==> config.mk <==
export PLATFORM = sky130hd
export DESIGN_NAME = fixed_step_accumulator_rate_meter_unit
export DESIGN_NICKNAME = d
export VERILOG_FILES = /design/src/rtl/fsarm_pkg.sv /design/src/rtl/fixed_step_accumulator_rate_meter_unit.sv
export SDC_FILE = /design/constraint.sdc
export NUM_CORES = 2
export LEC_CHECK = 0
export BUFFER_PORTS_ARGS = -buffer_cell sky130_fd_sc_hd__buf_2
export CORE_ASPECT_RATIO = 1.5
export CORE_MARGIN = 1
export CORE_UTILIZATION = 63
export CTS_CLUSTER_DIAMETER = 150
export DETAILED_ROUTE_END_ITERATION = 8
export HOLD_SLACK_MARGIN = 0.1
export PLACE_DENSITY_LB_ADDON = 0.05
export SLEW_MARGIN = 15
export SYNTH_ARGS = -nofsm -noshare
export SYNTH_HDL_FRONTEND = slang
export SYNTH_SLANG_ARGS = --single-unit
==> constraint.sdc <==
create_clock -name i_clk -period 14.7 [get_ports i_clk]
set_input_delay 0.735 -clock i_clk [delete_from_list [all_inputs] [get_ports i_clk]]
set_output_delay 0.735 -clock i_clk [all_outputs]
set_load 0.1 [all_outputs]
==> src/rtl/fsarm_pkg.sv <==
// ----------------------------------------------------------------------------
// fsarm_pkg
// Types and constants shared by the fixed-step accumulator and rate meter.
// ----------------------------------------------------------------------------
package fsarm_pkg;

    localparam int unsigned MAX_STEPS_DEF = 63;
    localparam int unsigned FRAC_BITS_DEF = 24;

    localparam logic [31:0] STEP_LEN_RST = 32'd279620;

    // field widths
    localparam int unsigned TIME_W  = 32;
    localparam int unsigned ACC_W   = 34;
    localparam int unsigned TOTAL_W = 48;
    localparam int unsigned CNT_W   = 32;
    localparam int unsigned PSC_W   = 20;
    localparam int unsigned WSTEP_W = 6;
    localparam int unsigned RATE_W  = 32;

    // divider dividend shift register: wide enough for the smoothing numerator
    localparam int unsigned DVD_W = 46;
    localparam int unsigned DN_W  = 14;

    // smoothing divisors, their weight (D-1) and rounding half (D/2)
    localparam logic [DN_W-1:0] DN_A   = 14'd10;
    localparam logic [DN_W-1:0] DN_B   = 14'd100;
    localparam logic [DN_W-1:0] DN_C   = 14'd1000;
    localparam logic [DN_W-1:0] DN_D   = 14'd10000;
    localparam logic [DN_W-1:0] DNM1_A = 14'd9;
    localparam logic [DN_W-1:0] DNM1_B = 14'd99;
    localparam logic [DN_W-1:0] DNM1_C = 14'd999;
    localparam logic [DN_W-1:0] DNM1_D = 14'd9999;
    localparam logic [DN_W-1:0] DNH_A  = 14'd5;
    localparam logic [DN_W-1:0] DNH_B  = 14'd50;
    localparam logic [DN_W-1:0] DNH_C  = 14'd500;
    localparam logic [DN_W-1:0] DNH_D  = 14'd5000;

    typedef enum logic [2:0] {
        S_IDLE,
        S_DIV_INST,
        S_DIV_AVG,
        S_MUL,
        S_SUM,
        S_DIV_SMOOTH,
        S_ACCUM,
        S_STEP
    } t_state;

endpackage

==> src/rtl/fixed_step_accumulator_rate_meter_unit.sv <==
// ----------------------------------------------------------------------------
// fixed_step_accumulator_rate_meter_unit
// Fixed-timestep accumulator: one word per frame time in, one word per fixed
// step plus an end-of-frame summary out, with step rate statistics.
// ----------------------------------------------------------------------------
// A frame time word is taken only while the unit is idle. If the previous
// frame produced steps, the rates are refreshed first by one shared restoring
// divider that yields one quotient bit per cycle: the instant rate, then the
// average rate, then the smoothed rate after a multiply and an add step, all
// before accumulation. Accumulation adds the frame time, then the step words
// and the summary word follow, held while the output side is stalled. A
// frame after one with no steps goes straight to accumulation.
// The step length register accepts a write every cycle; write it only when
// the unit is idle.
module fixed_step_accumulator_rate_meter_unit #(
    parameter int unsigned MAX_STEPS = fsarm_pkg::MAX_STEPS_DEF,
    parameter int unsigned FRAC_BITS = fsarm_pkg::FRAC_BITS_DEF
) (
    input  logic                              i_clk,
    input  logic                              i_rst_n,
    // step length register
    input  logic                              i_cfg_valid,
    output logic                              o_cfg_ready,
    input  logic [fsarm_pkg::TIME_W-1:0]      i_cfg_step_length,
    // frame time in
    input  logic                              i_valid,
    output logic                              o_ready,
    input  logic [fsarm_pkg::TIME_W-1:0]      i_frame_time,
    // results out
    output logic                              o_valid,
    input  logic                              i_ready,
    output logic                              o_is_step,
    output logic                              o_last,
    output logic [fsarm_pkg::CNT_W-1:0]       o_total_steps,
    output logic [fsarm_pkg::TOTAL_W-1:0]     o_simulated_time,
    output logic [fsarm_pkg::ACC_W-1:0]       o_leftover_time,
    output logic [fsarm_pkg::PSC_W-1:0]       o_steps_last_second,
    output logic [fsarm_pkg::RATE_W-1:0]      o_window_rate,
    output logic [fsarm_pkg::RATE_W-1:0]      o_average_rate,
    output logic [fsarm_pkg::RATE_W-1:0]      o_smoothed_rate
);
    import fsarm_pkg::*;

    localparam int unsigned RATE_ITERS   = 32 + FRAC_BITS + 8;
    localparam int unsigned SMOOTH_ITERS = DVD_W;
    localparam int unsigned ITER_MAX     = (RATE_ITERS > SMOOTH_ITERS) ? RATE_ITERS
                                                                       : SMOOTH_ITERS;
    localparam int unsigned ITER_W       = $clog2(ITER_MAX + 1);
    localparam int unsigned STEP_W       = $clog2(MAX_STEPS + 1);

    localparam logic [ACC_W-1:0]  ONE_SEC = ACC_W'(64'd1 << FRAC_BITS);
    localparam logic [TIME_W-1:0] THR_A   = TIME_W'((64'd12 << FRAC_BITS) / 64'd1000);
    localparam logic [TIME_W-1:0] THR_B   = TIME_W'((64'd4 << FRAC_BITS) / 64'd1000);
    localparam logic [TIME_W-1:0] THR_C   = TIME_W'((64'd4 << FRAC_BITS) / 64'd10000);

    // control and state
    t_state               r_state, n_state;
    logic [TIME_W-1:0]    r_step_len;
    logic [ACC_W-1:0]     r_acc;
    logic [CNT_W-1:0]     r_count;
    logic [TOTAL_W-1:0]   r_sim;
    logic [TOTAL_W-1:0]   r_wall;
    logic [ACC_W-1:0]     r_sec;
    logic [ACC_W-1:0]     r_win;
    logic [WSTEP_W-1:0]   r_wsteps;
    logic [CNT_W-1:0]     r_cnt_at_sec;
    logic [PSC_W-1:0]     r_per_sec;
    logic [RATE_W-1:0]    r_rate_inst;
    logic [RATE_W-1:0]    r_rate_avg;
    logic [RATE_W-1:0]    r_rate_smooth;
    logic [STEP_W-1:0]    r_steps;
    logic                 r_o_valid;

    // frame time and shared divider
    logic [TIME_W-1:0]    r_dt;
    logic [DVD_W-1:0]     r_dvd;
    logic [TOTAL_W-1:0]   r_dsr;
    logic [TOTAL_W-1:0]   r_rem;
    logic [RATE_W-1:0]    r_q;
    logic                 r_sat;
    logic [ITER_W-1:0]    r_iter;

    // output word
    logic                 r_o_is_step;
    logic                 r_o_last;
    logic [CNT_W-1:0]     r_o_total;
    logic [TOTAL_W-1:0]   r_o_sim;
    logic [ACC_W-1:0]     r_o_left;
    logic [PSC_W-1:0]     r_o_psc;
    logic [RATE_W-1:0]    r_o_inst;
    logic [RATE_W-1:0]    r_o_avg;
    logic [RATE_W-1:0]    r_o_smooth;

    // combinational
    logic                 in_acc;
    logic                 div_busy;
    logic [TOTAL_W:0]     rem_sh;
    logic                 rem_ge;
    logic [TOTAL_W:0]     rem_sub;
    logic [TOTAL_W-1:0]   rem_nx;
    logic                 rnd_up;
    logic [RATE_W:0]      q_inc;
    logic [RATE_W-1:0]    rate_res;
    logic [DN_W-1:0]      dn, dnm1, dnh;
    logic                 sec_due;
    logic [CNT_W-1:0]     sec_diff;
    logic [PSC_W-1:0]     psc_sat;
    logic [ACC_W:0]       acc_sum, sec_sum, win_sum;
    logic [TOTAL_W:0]     wall_sum;
    logic                 step_ok;
    logic                 out_free;
    logic [ACC_W-1:0]     step_acc;
    logic [CNT_W-1:0]     step_count;
    logic [TOTAL_W-1:0]   step_sim;

    assign in_acc   = i_valid && o_ready;
    assign div_busy = (r_iter != '0);
    assign out_free = !r_o_valid || i_ready;

    // restoring divider, one quotient bit per cycle
    assign rem_sh  = {r_rem, r_dvd[DVD_W-1]};
    assign rem_ge  = rem_sh >= {1'b0, r_dsr};
    assign rem_sub = rem_sh - {1'b0, r_dsr};
    assign rem_nx  = rem_ge ? rem_sub[TOTAL_W-1:0] : rem_sh[TOTAL_W-1:0];

    // round half up on the final remainder, saturate to 32 bits
    assign rnd_up   = {r_rem, 1'b0} >= {1'b0, r_dsr};
    assign q_inc    = {1'b0, r_q} + {{RATE_W{1'b0}}, rnd_up};
    assign rate_res = (r_sat || q_inc[RATE_W]) ? '1 : q_inc[RATE_W-1:0];

    // stiffness of the moving average follows the frame time
    always_comb begin
        if (r_dt > THR_A) begin
            dn = DN_A;  dnm1 = DNM1_A;  dnh = DNH_A;
        end else if (r_dt > THR_B) begin
            dn = DN_B;  dnm1 = DNM1_B;  dnh = DNH_B;
        end else if (r_dt > THR_C) begin
            dn = DN_C;  dnm1 = DNM1_C;  dnh = DNH_C;
        end else begin
            dn = DN_D;  dnm1 = DNM1_D;  dnh = DNH_D;
        end
    end

    assign sec_due  = r_sec >= ONE_SEC;
    assign sec_diff = r_count - r_cnt_at_sec;
    assign psc_sat  = (sec_diff[CNT_W-1:PSC_W] != '0) ? '1 : sec_diff[PSC_W-1:0];

    assign acc_sum  = {1'b0, r_acc} + {3'b0, r_dt};
    assign sec_sum  = {1'b0, r_sec} + {3'b0, r_dt};
    assign win_sum  = {1'b0, r_win} + {3'b0, r_dt};
    assign wall_sum = {1'b0, r_wall} + {17'b0, r_dt};

    assign step_ok    = (r_steps < STEP_W'(MAX_STEPS)) && (r_step_len != '0)
                        && ({2'b0, r_step_len} <= r_acc);
    assign step_acc   = r_acc - {2'b0, r_step_len};
    assign step_count = r_count + CNT_W'(1);
    assign step_sim   = r_sim + {16'b0, r_step_len};

    // next state
    always_comb begin
        n_state = r_state;
        unique case (r_state)
            S_IDLE: begin
                if (i_valid) begin
                    n_state = (r_wsteps != '0) ? S_DIV_INST : S_ACCUM;
                end
            end
            S_DIV_INST: begin
                if (!div_busy) n_state = S_DIV_AVG;
            end
            S_DIV_AVG: begin
                if (!div_busy) n_state = S_MUL;
            end
            S_MUL:        n_state = S_SUM;
            S_SUM:        n_state = S_DIV_SMOOTH;
            S_DIV_SMOOTH: begin
                if (!div_busy) n_state = S_ACCUM;
            end
            S_ACCUM:      n_state = S_STEP;
            S_STEP: begin
                if (out_free && !step_ok) n_state = S_IDLE;
            end
            default:      n_state = S_IDLE;
        endcase
    end

    // handshake outputs
    always_comb begin
        o_ready     = (r_state == S_IDLE);
        o_cfg_ready = 1'b1;
    end

    always_ff @(posedge i_clk) begin
        if (!i_rst_n) begin
            r_state       <= S_IDLE;
            r_step_len    <= STEP_LEN_RST;
            r_acc         <= '0;
            r_count       <= '0;
            r_sim         <= '0;
            r_wall        <= '0;
            r_sec         <= '0;
            r_win         <= '0;
            r_wsteps      <= '0;
            r_cnt_at_sec  <= '0;
            r_per_sec     <= '0;
            r_rate_inst   <= '0;
            r_rate_avg    <= '0;
            r_rate_smooth <= '0;
            r_steps       <= '0;
            r_o_valid     <= 1'b0;
        end else begin
            r_state <= n_state;

            if (i_cfg_valid) begin
                r_step_len <= i_cfg_step_length;
            end

            if (r_state == S_STEP && out_free) begin
                r_o_valid <= 1'b1;
            end else if (i_ready) begin
                r_o_valid <= 1'b0;
            end

            case (r_state)
                S_IDLE: begin
                    if (in_acc && sec_due) begin
                        r_per_sec    <= psc_sat;
                        r_cnt_at_sec <= r_count;
                        r_sec        <= '0;
                    end
                end
                S_DIV_INST: begin
                    if (!div_busy) r_rate_inst <= rate_res;
                end
                S_DIV_AVG: begin
                    if (!div_busy) r_rate_avg <= rate_res;
                end
                S_DIV_SMOOTH: begin
                    if (!div_busy) begin
                        r_rate_smooth <= r_q;
                        r_win         <= '0;
                    end
                end
                S_ACCUM: begin
                    r_acc    <= acc_sum[ACC_W] ? '1 : acc_sum[ACC_W-1:0];
                    r_sec    <= sec_sum[ACC_W] ? '1 : sec_sum[ACC_W-1:0];
                    r_win    <= win_sum[ACC_W] ? '1 : win_sum[ACC_W-1:0];
                    r_wall   <= wall_sum[TOTAL_W] ? '1 : wall_sum[TOTAL_W-1:0];
                    r_wsteps <= '0;
                    r_steps  <= '0;
                end
                S_STEP: begin
                    if (out_free && step_ok) begin
                        r_acc    <= step_acc;
                        r_count  <= step_count;
                        r_sim    <= step_sim;
                        r_wsteps <= r_wsteps + WSTEP_W'(1);
                        r_steps  <= r_steps + STEP_W'(1);
                    end
                end
                default: ;
            endcase
        end
    end

    // divider operands and output word
    always_ff @(posedge i_clk) begin
        case (r_state)
            S_IDLE: begin
                if (in_acc) begin
                    r_dt   <= i_frame_time;
                    r_dvd  <= {{(CNT_W-WSTEP_W){1'b0}}, r_wsteps, {(DVD_W-CNT_W){1'b0}}};
                    r_dsr  <= {{(TOTAL_W-ACC_W){1'b0}}, r_win};
                    r_rem  <= '0;
                    r_q    <= '0;
                    r_sat  <= 1'b0;
                    r_iter <= ITER_W'(RATE_ITERS);
                end
            end
            S_DIV_INST, S_DIV_AVG, S_DIV_SMOOTH: begin
                if (div_busy) begin
                    r_dvd  <= {r_dvd[DVD_W-2:0], 1'b0};
                    r_rem  <= rem_nx;
                    r_q    <= {r_q[RATE_W-2:0], rem_ge};
                    r_sat  <= r_sat | r_q[RATE_W-1];
                    r_iter <= r_iter - ITER_W'(1);
                end else if (r_state == S_DIV_INST) begin
                    r_dvd  <= {r_count, {(DVD_W-CNT_W){1'b0}}};
                    r_dsr  <= r_wall;
                    r_rem  <= '0;
                    r_q    <= '0;
                    r_sat  <= 1'b0;
                    r_iter <= ITER_W'(RATE_ITERS);
                end
            end
            S_MUL: begin
                r_dvd <= {{(DVD_W-RATE_W){1'b0}}, r_rate_smooth}
                         * {{(DVD_W-DN_W){1'b0}}, dnm1};
            end
            S_SUM: begin
                r_dvd  <= r_dvd + {{(DVD_W-RATE_W){1'b0}}, r_rate_inst}
                                + {{(DVD_W-DN_W){1'b0}}, dnh};
                r_dsr  <= {{(TOTAL_W-DN_W){1'b0}}, dn};
                r_rem  <= '0;
                r_q    <= '0;
                r_sat  <= 1'b0;
                r_iter <= ITER_W'(SMOOTH_ITERS);
            end
            S_STEP: begin
                if (out_free) begin
                    r_o_is_step <= step_ok;
                    r_o_last    <= !step_ok;
                    r_o_total   <= step_ok ? step_count : r_count;
                    r_o_sim     <= step_ok ? step_sim : r_sim;
                    r_o_left    <= step_ok ? step_acc : r_acc;
                    r_o_psc     <= r_per_sec;
                    r_o_inst    <= r_rate_inst;
                    r_o_avg     <= r_rate_avg;
                    r_o_smooth  <= r_rate_smooth;
                end
            end
            default: ;
        endcase
    end

    assign o_valid             = r_o_valid;
    assign o_is_step           = r_o_is_step;
    assign o_last              = r_o_last;
    assign o_total_steps       = r_o_total;
    assign o_simulated_time    = r_o_sim;
    assign o_leftover_time     = r_o_left;
    assign o_steps_last_second = r_o_psc;
    assign o_window_rate       = r_o_inst;
    assign o_average_rate      = r_o_avg;
    assign o_smoothed_rate     = r_o_smooth;

`ifndef SYNTH
    // a pending word always carries the live step count
    a_total_tracks: assert property (@(posedge i_clk) disable iff (!i_rst_n)
        o_valid |-> (o_total_steps == r_count))
        else $error("pending word step count differs from counter");

    a_kind: assert property (@(posedge i_clk) disable iff (!i_rst_n)
        o_valid |-> (o_is_step != o_last))
        else $error("word is neither a step nor the summary");

    a_step_cap: assert property (@(posedge i_clk) disable iff (!i_rst_n)
        (r_state == S_STEP) |-> (r_steps <= STEP_W'(MAX_STEPS)))
        else $error("steps per frame beyond cap");

    // smoothed quotient never exceeds 32 bits
    a_smooth_fits: assert property (@(posedge i_clk) disable iff (!i_rst_n)
        (r_state == S_DIV_SMOOTH && !div_busy) |-> !r_sat)
        else $error("smoothed rate quotient overflowed");
`endif

endmodule
==> results.py <==
metrics = {
    "outcome": {
        "status": "finished clean",
    },
    "worst_setup_path": {
        "arrival_ns": 11.17,
        "slowest_delay_ns": 0.73,
        "timing_worst_setup_path_type": "register to register",
        "crit_top_cell": "fa_1",
        "cp-start-kind": "register",
        "crit_path_end_kind": "register",
        "cp.required_ns": 15.16,
        "worstPathMaxFanout": 58,
        "cp_slowest_cell": "nor2_4",
    },
    "detailed_routing": {
        "viasPerCell": 6.237,
        "antenna_left": 0,
        "drtIter0Drc": 4303,
        "num_vias": 53480,
        "wl_per_cell_um": 22.67,
        "routed_wl_um": 194400,
        "drcViolationCount": 0,
        "firstDrtPassIters": 8,
    },
    "placement": {
        "post-place-ws_ns": 4.122,
        "placed_area_um2": 65480,
        "port_buffers": 302,
        "dp_hpwl_um": 146200,
        "place_congestion": 0.9750,
    },
    "finish": {
        "syn2layout_area_growth_pct": 8.713,
        "regArea_um2": 21920,
        "nets": 8053,
        "drive_gt1_share_pct": 8.608,
        "stdcell_area_um2": 68520,
        "fill_cells": 8000,
        "finalCoreUtilization_pct": 69.35,
        "multiInputGateArea_um2": 37350,
    },
    "sta": {
        "worst_clock_skew_ns": 0.03986,
        "setup_viol_count_final": 0,
        "fmax_ghz": 0.09336,
        "rsz0062_at_grt": "no",
        "relSlewSlack_pct": 11.97,
        "finalCritPeriodShare_pct": 72.87,
        "finalHoldViolCount": 0,
        "tns_ns": 0,
        "worst_pin_slew_ns": 1.307,
        "layout_setup_ws_ns": 3.988,
        "fin_crit_ns": 10.71,
        "drv_slew": 0,
    },
    "logic_synthesis": {
        "netlist_area_um2": 63030,
        "synth-seq-area-share_pct": 34.78,
        "syn_inst": 7079,
        "ys.flop_type": "edfxtp_1",
        "ys_seq_elements": 872,
        "yosysWarnings": 0,
        "synth_area_per_cell_um2": 8.903,
        "syn-num-nets": 7923,
        "yosysUniqueCellTypes": 110,
        "synthArstFlopShare_pct": 0,
        "synth_edf_count": 446,
    },
    "clocking": {
        "cts_hold_buffers": 0,
        "cts_root_buffer": "clkbuf_16",
        "clock_path_buffers": 3,
        "cts_tree": "done",
        "h-tree-depth": 3,
        "post_cts_buffers": 0,
        "clkSlewWorstSetupHoldPaths_ns": 0.07,
        "clkLatencyLatePin_ns": 0.71,
        "ctsResizeCount": 0,
        "cts_sinks": 872,
        "numCtsBuffers": 87,
    },
    "power_and_ir_drop": {
        "p_int_mw": 5.834,
        "p_leak_nw": 30.18,
        "swShare_pct": 41.77,
        "clkPwrFrac_pct": 23.7,
        "p_switching_mw": 4.185,
        "vdd_ir_drop_max_mv": 0.1144,
        "powerDensity_nw_per_um2": 146.2,
        "combinationalPowerShare_pct": 41.7,
        "seqPwrFrac_pct": 34.6,
        "total_power_mw": 10.02,
    },
    "floorplan": {
        "die_h_um": 389.4,
        "dieWidth_um": 260.3,
        "dieArea_um2": 101300,
        "start_util_pct": 63.80,
        "ios": 304,
        "core_um2": 98790,
        "num_rows": 141,
    },
    "global_route": {
        "grtUsageTotal_pct": 38.16,
        "grt_pass1_wl_um": 298900,
        "antenna_found_initial": 6,
        "gr-total-overflow": 0,
        "grt_pass1_vias": 53150,
        "grt_max_degree": 186,
    },
    "hold_path": {
        "hold_class": "input pin to register",
    },
    "job": {
        "cap_violations": 0,
    },
}
area by class of cell:
class / instances / area share (%)
well taps: 1287 / 2.350
inverters: 697 / 3.829
flip-flops and latches: 872 / 31.99
clock inverters: 46 / 0.7304
multi-input cells: 5188 / 54.52
clock buffers: 118 / 3.645
diodes: 3 / 0.01096
repair buffers: 363 / 2.925
power groups by stage:
stage / combinational (mW) / sequential, mW / clock (mW)
4_1_cts: 4.13 / 3.45 / 2.39
3_5_place_dp: 4.10 / 3.50 / 0
5_1_grt: 4.56 / 3.50 / 2.48
3_3_place_gp: 4.04 / 3.49 / 0
2_1_floorplan: 2.98 / 3.50 / 0
6_report: 4.18 / 3.47 / 2.37
cells in the final DEF (no fill, tap or decap), types with 70 or more instances in the layout:
cell	n
clkbuf_16	90
a31oi_1	70
and3_1	100
inv_1	690
nor2_1	599
dfxtp_1	426
ha_1	491
a21oi_1	598
fa_1	284
nand2_1	832
buf_2	301
nand3_1	147
a21o_1	158
edfxtp_1	446
o21ai_0	302
xor2_1	190
nor3_1	135
xnor2_1	228
a211oi_1	138
stage by stage:
stage / std cells / hold slack (ns)
6_report: 8574 / 0.2010
5_1_grt: 8572 / 0.1823
4_1_cts: 8570 / 0.1702
3_5_place_dp: 8406 / 0.4114
3_3_place_gp: 8406 / 0.4087
2_1_floorplan: 7079 / 0.4030
cell usage after synthesis (11+ instances only):
cell type	count	area share, %
o22ai_1	17	0.17
nor2b_1	37	0.37
or2_2	17	0.17
o31ai_1	22	0.26
nor4_1	28	0.28
a211o_1	21	0.29
inv_1	690	4.1
or3_1	31	0.31
buf_1	29	0.17
nand4_1	69	0.68
nand3_1	147	1.2
o21ai_1	33	0.26
a221o_1	24	0.38
nor3_1	137	1.1
and4_1	22	0.31
mux2i_1	54	0.86
a21boi_0	11	0.13
ha_1	491	9.7
o221ai_1	31	0.43
o21bai_1	38	0.45
nand2b_1	51	0.51
o21ai_0	302	2.4
clkbuf_1	247	1.5
a31oi_1	71	0.70
a21oi_2	20	0.28
fa_1	284	9.0
dfxtp_1	426	14
a311oi_1	16	0.22
o211ai_1	33	0.39
a21oi_1	598	4.7
xor2_1	190	2.6
o21a_1	62	0.74
xnor2_1	228	3.2
a211oi_1	138	1.6
nor2_1	608	3.6
nand2_1	834	5.0
edfxtp_1	446	21
a22oi_1	13	0.15
and2_1	52	0.52
and3_1	100	0.99
a221oi_1	15	0.21
buf_2	42	0.33
a21o_1	159	1.9
flip-flops by register name, indices dropped and copies added, names as in the netlist, 34 cells and up:
name,cells
o_simulated_time,48
r_dsr,48
r_rem,48
r_sim,48
r_wall,48
r_dvd,46
o_leftover_time,34
r_acc,34
r_sec,34
r_win,34
critical path, delay by kind of cell (launching register included):
family | cells | cell delay [ns]
AOI/OAI and AO/OA | 10 | 2.65
adders and majority gates | 7 | 3.49
buffers and inverters | 7 | 1.55
DFF | 1 | 0.55
muxes | 1 | 0.14
and+or+nand+nor | 7 | 1.98
layer usage:
layer / wire, um / global-route usage [%] / part of all wire [%] / vias up
met5: 35 / 0 / 0.018 / -
met4: 14650 / 25.48 / 7.5 / 4
met3: 13190 / 6.609 / 6.8 / 606
met2: 94970 / 65.20 / 49 / 2007
met1: 71540 / 43.42 / 37 / 25890
li1: - / - / - / 24970
final timing paths:
| check | from | end | slack, ns | cells after the start |
|---|---|---|---|---|
| max reg2reg | r_dt[2] | r_dvd[39] | 3.99 | 32 |
| min reg2reg | r_per_sec[10] | o_steps_last_second[10] | 0.42 | 0 |
| min | i_frame_time[6] | r_dt[6] | 0.20 | 1 |
| max | r_dt[2] | r_dvd[39] | 3.99 | 32 |
cells by family (layout without fill, tap and decap cells):
kind of cell | after synthesis | in the layout | share of synthesized area [%]
adders and majority gates | 775 | 775 | 18.77
and+or+nand+nor | 2183 | 2183 | 15.62
muxes | 58 | 58 | 0.9350
other | 1 | 4 | 0.005950
AOI/OAI and AO/OA | 1753 | 1753 | 17.88
xor gates and xnor gates | 418 | 418 | 5.809
DFF | 872 | 872 | 34.78
buffers and inverters | 1019 | 1224 | 6.194
No activity file was read; power rests on OpenSTA's default activity.
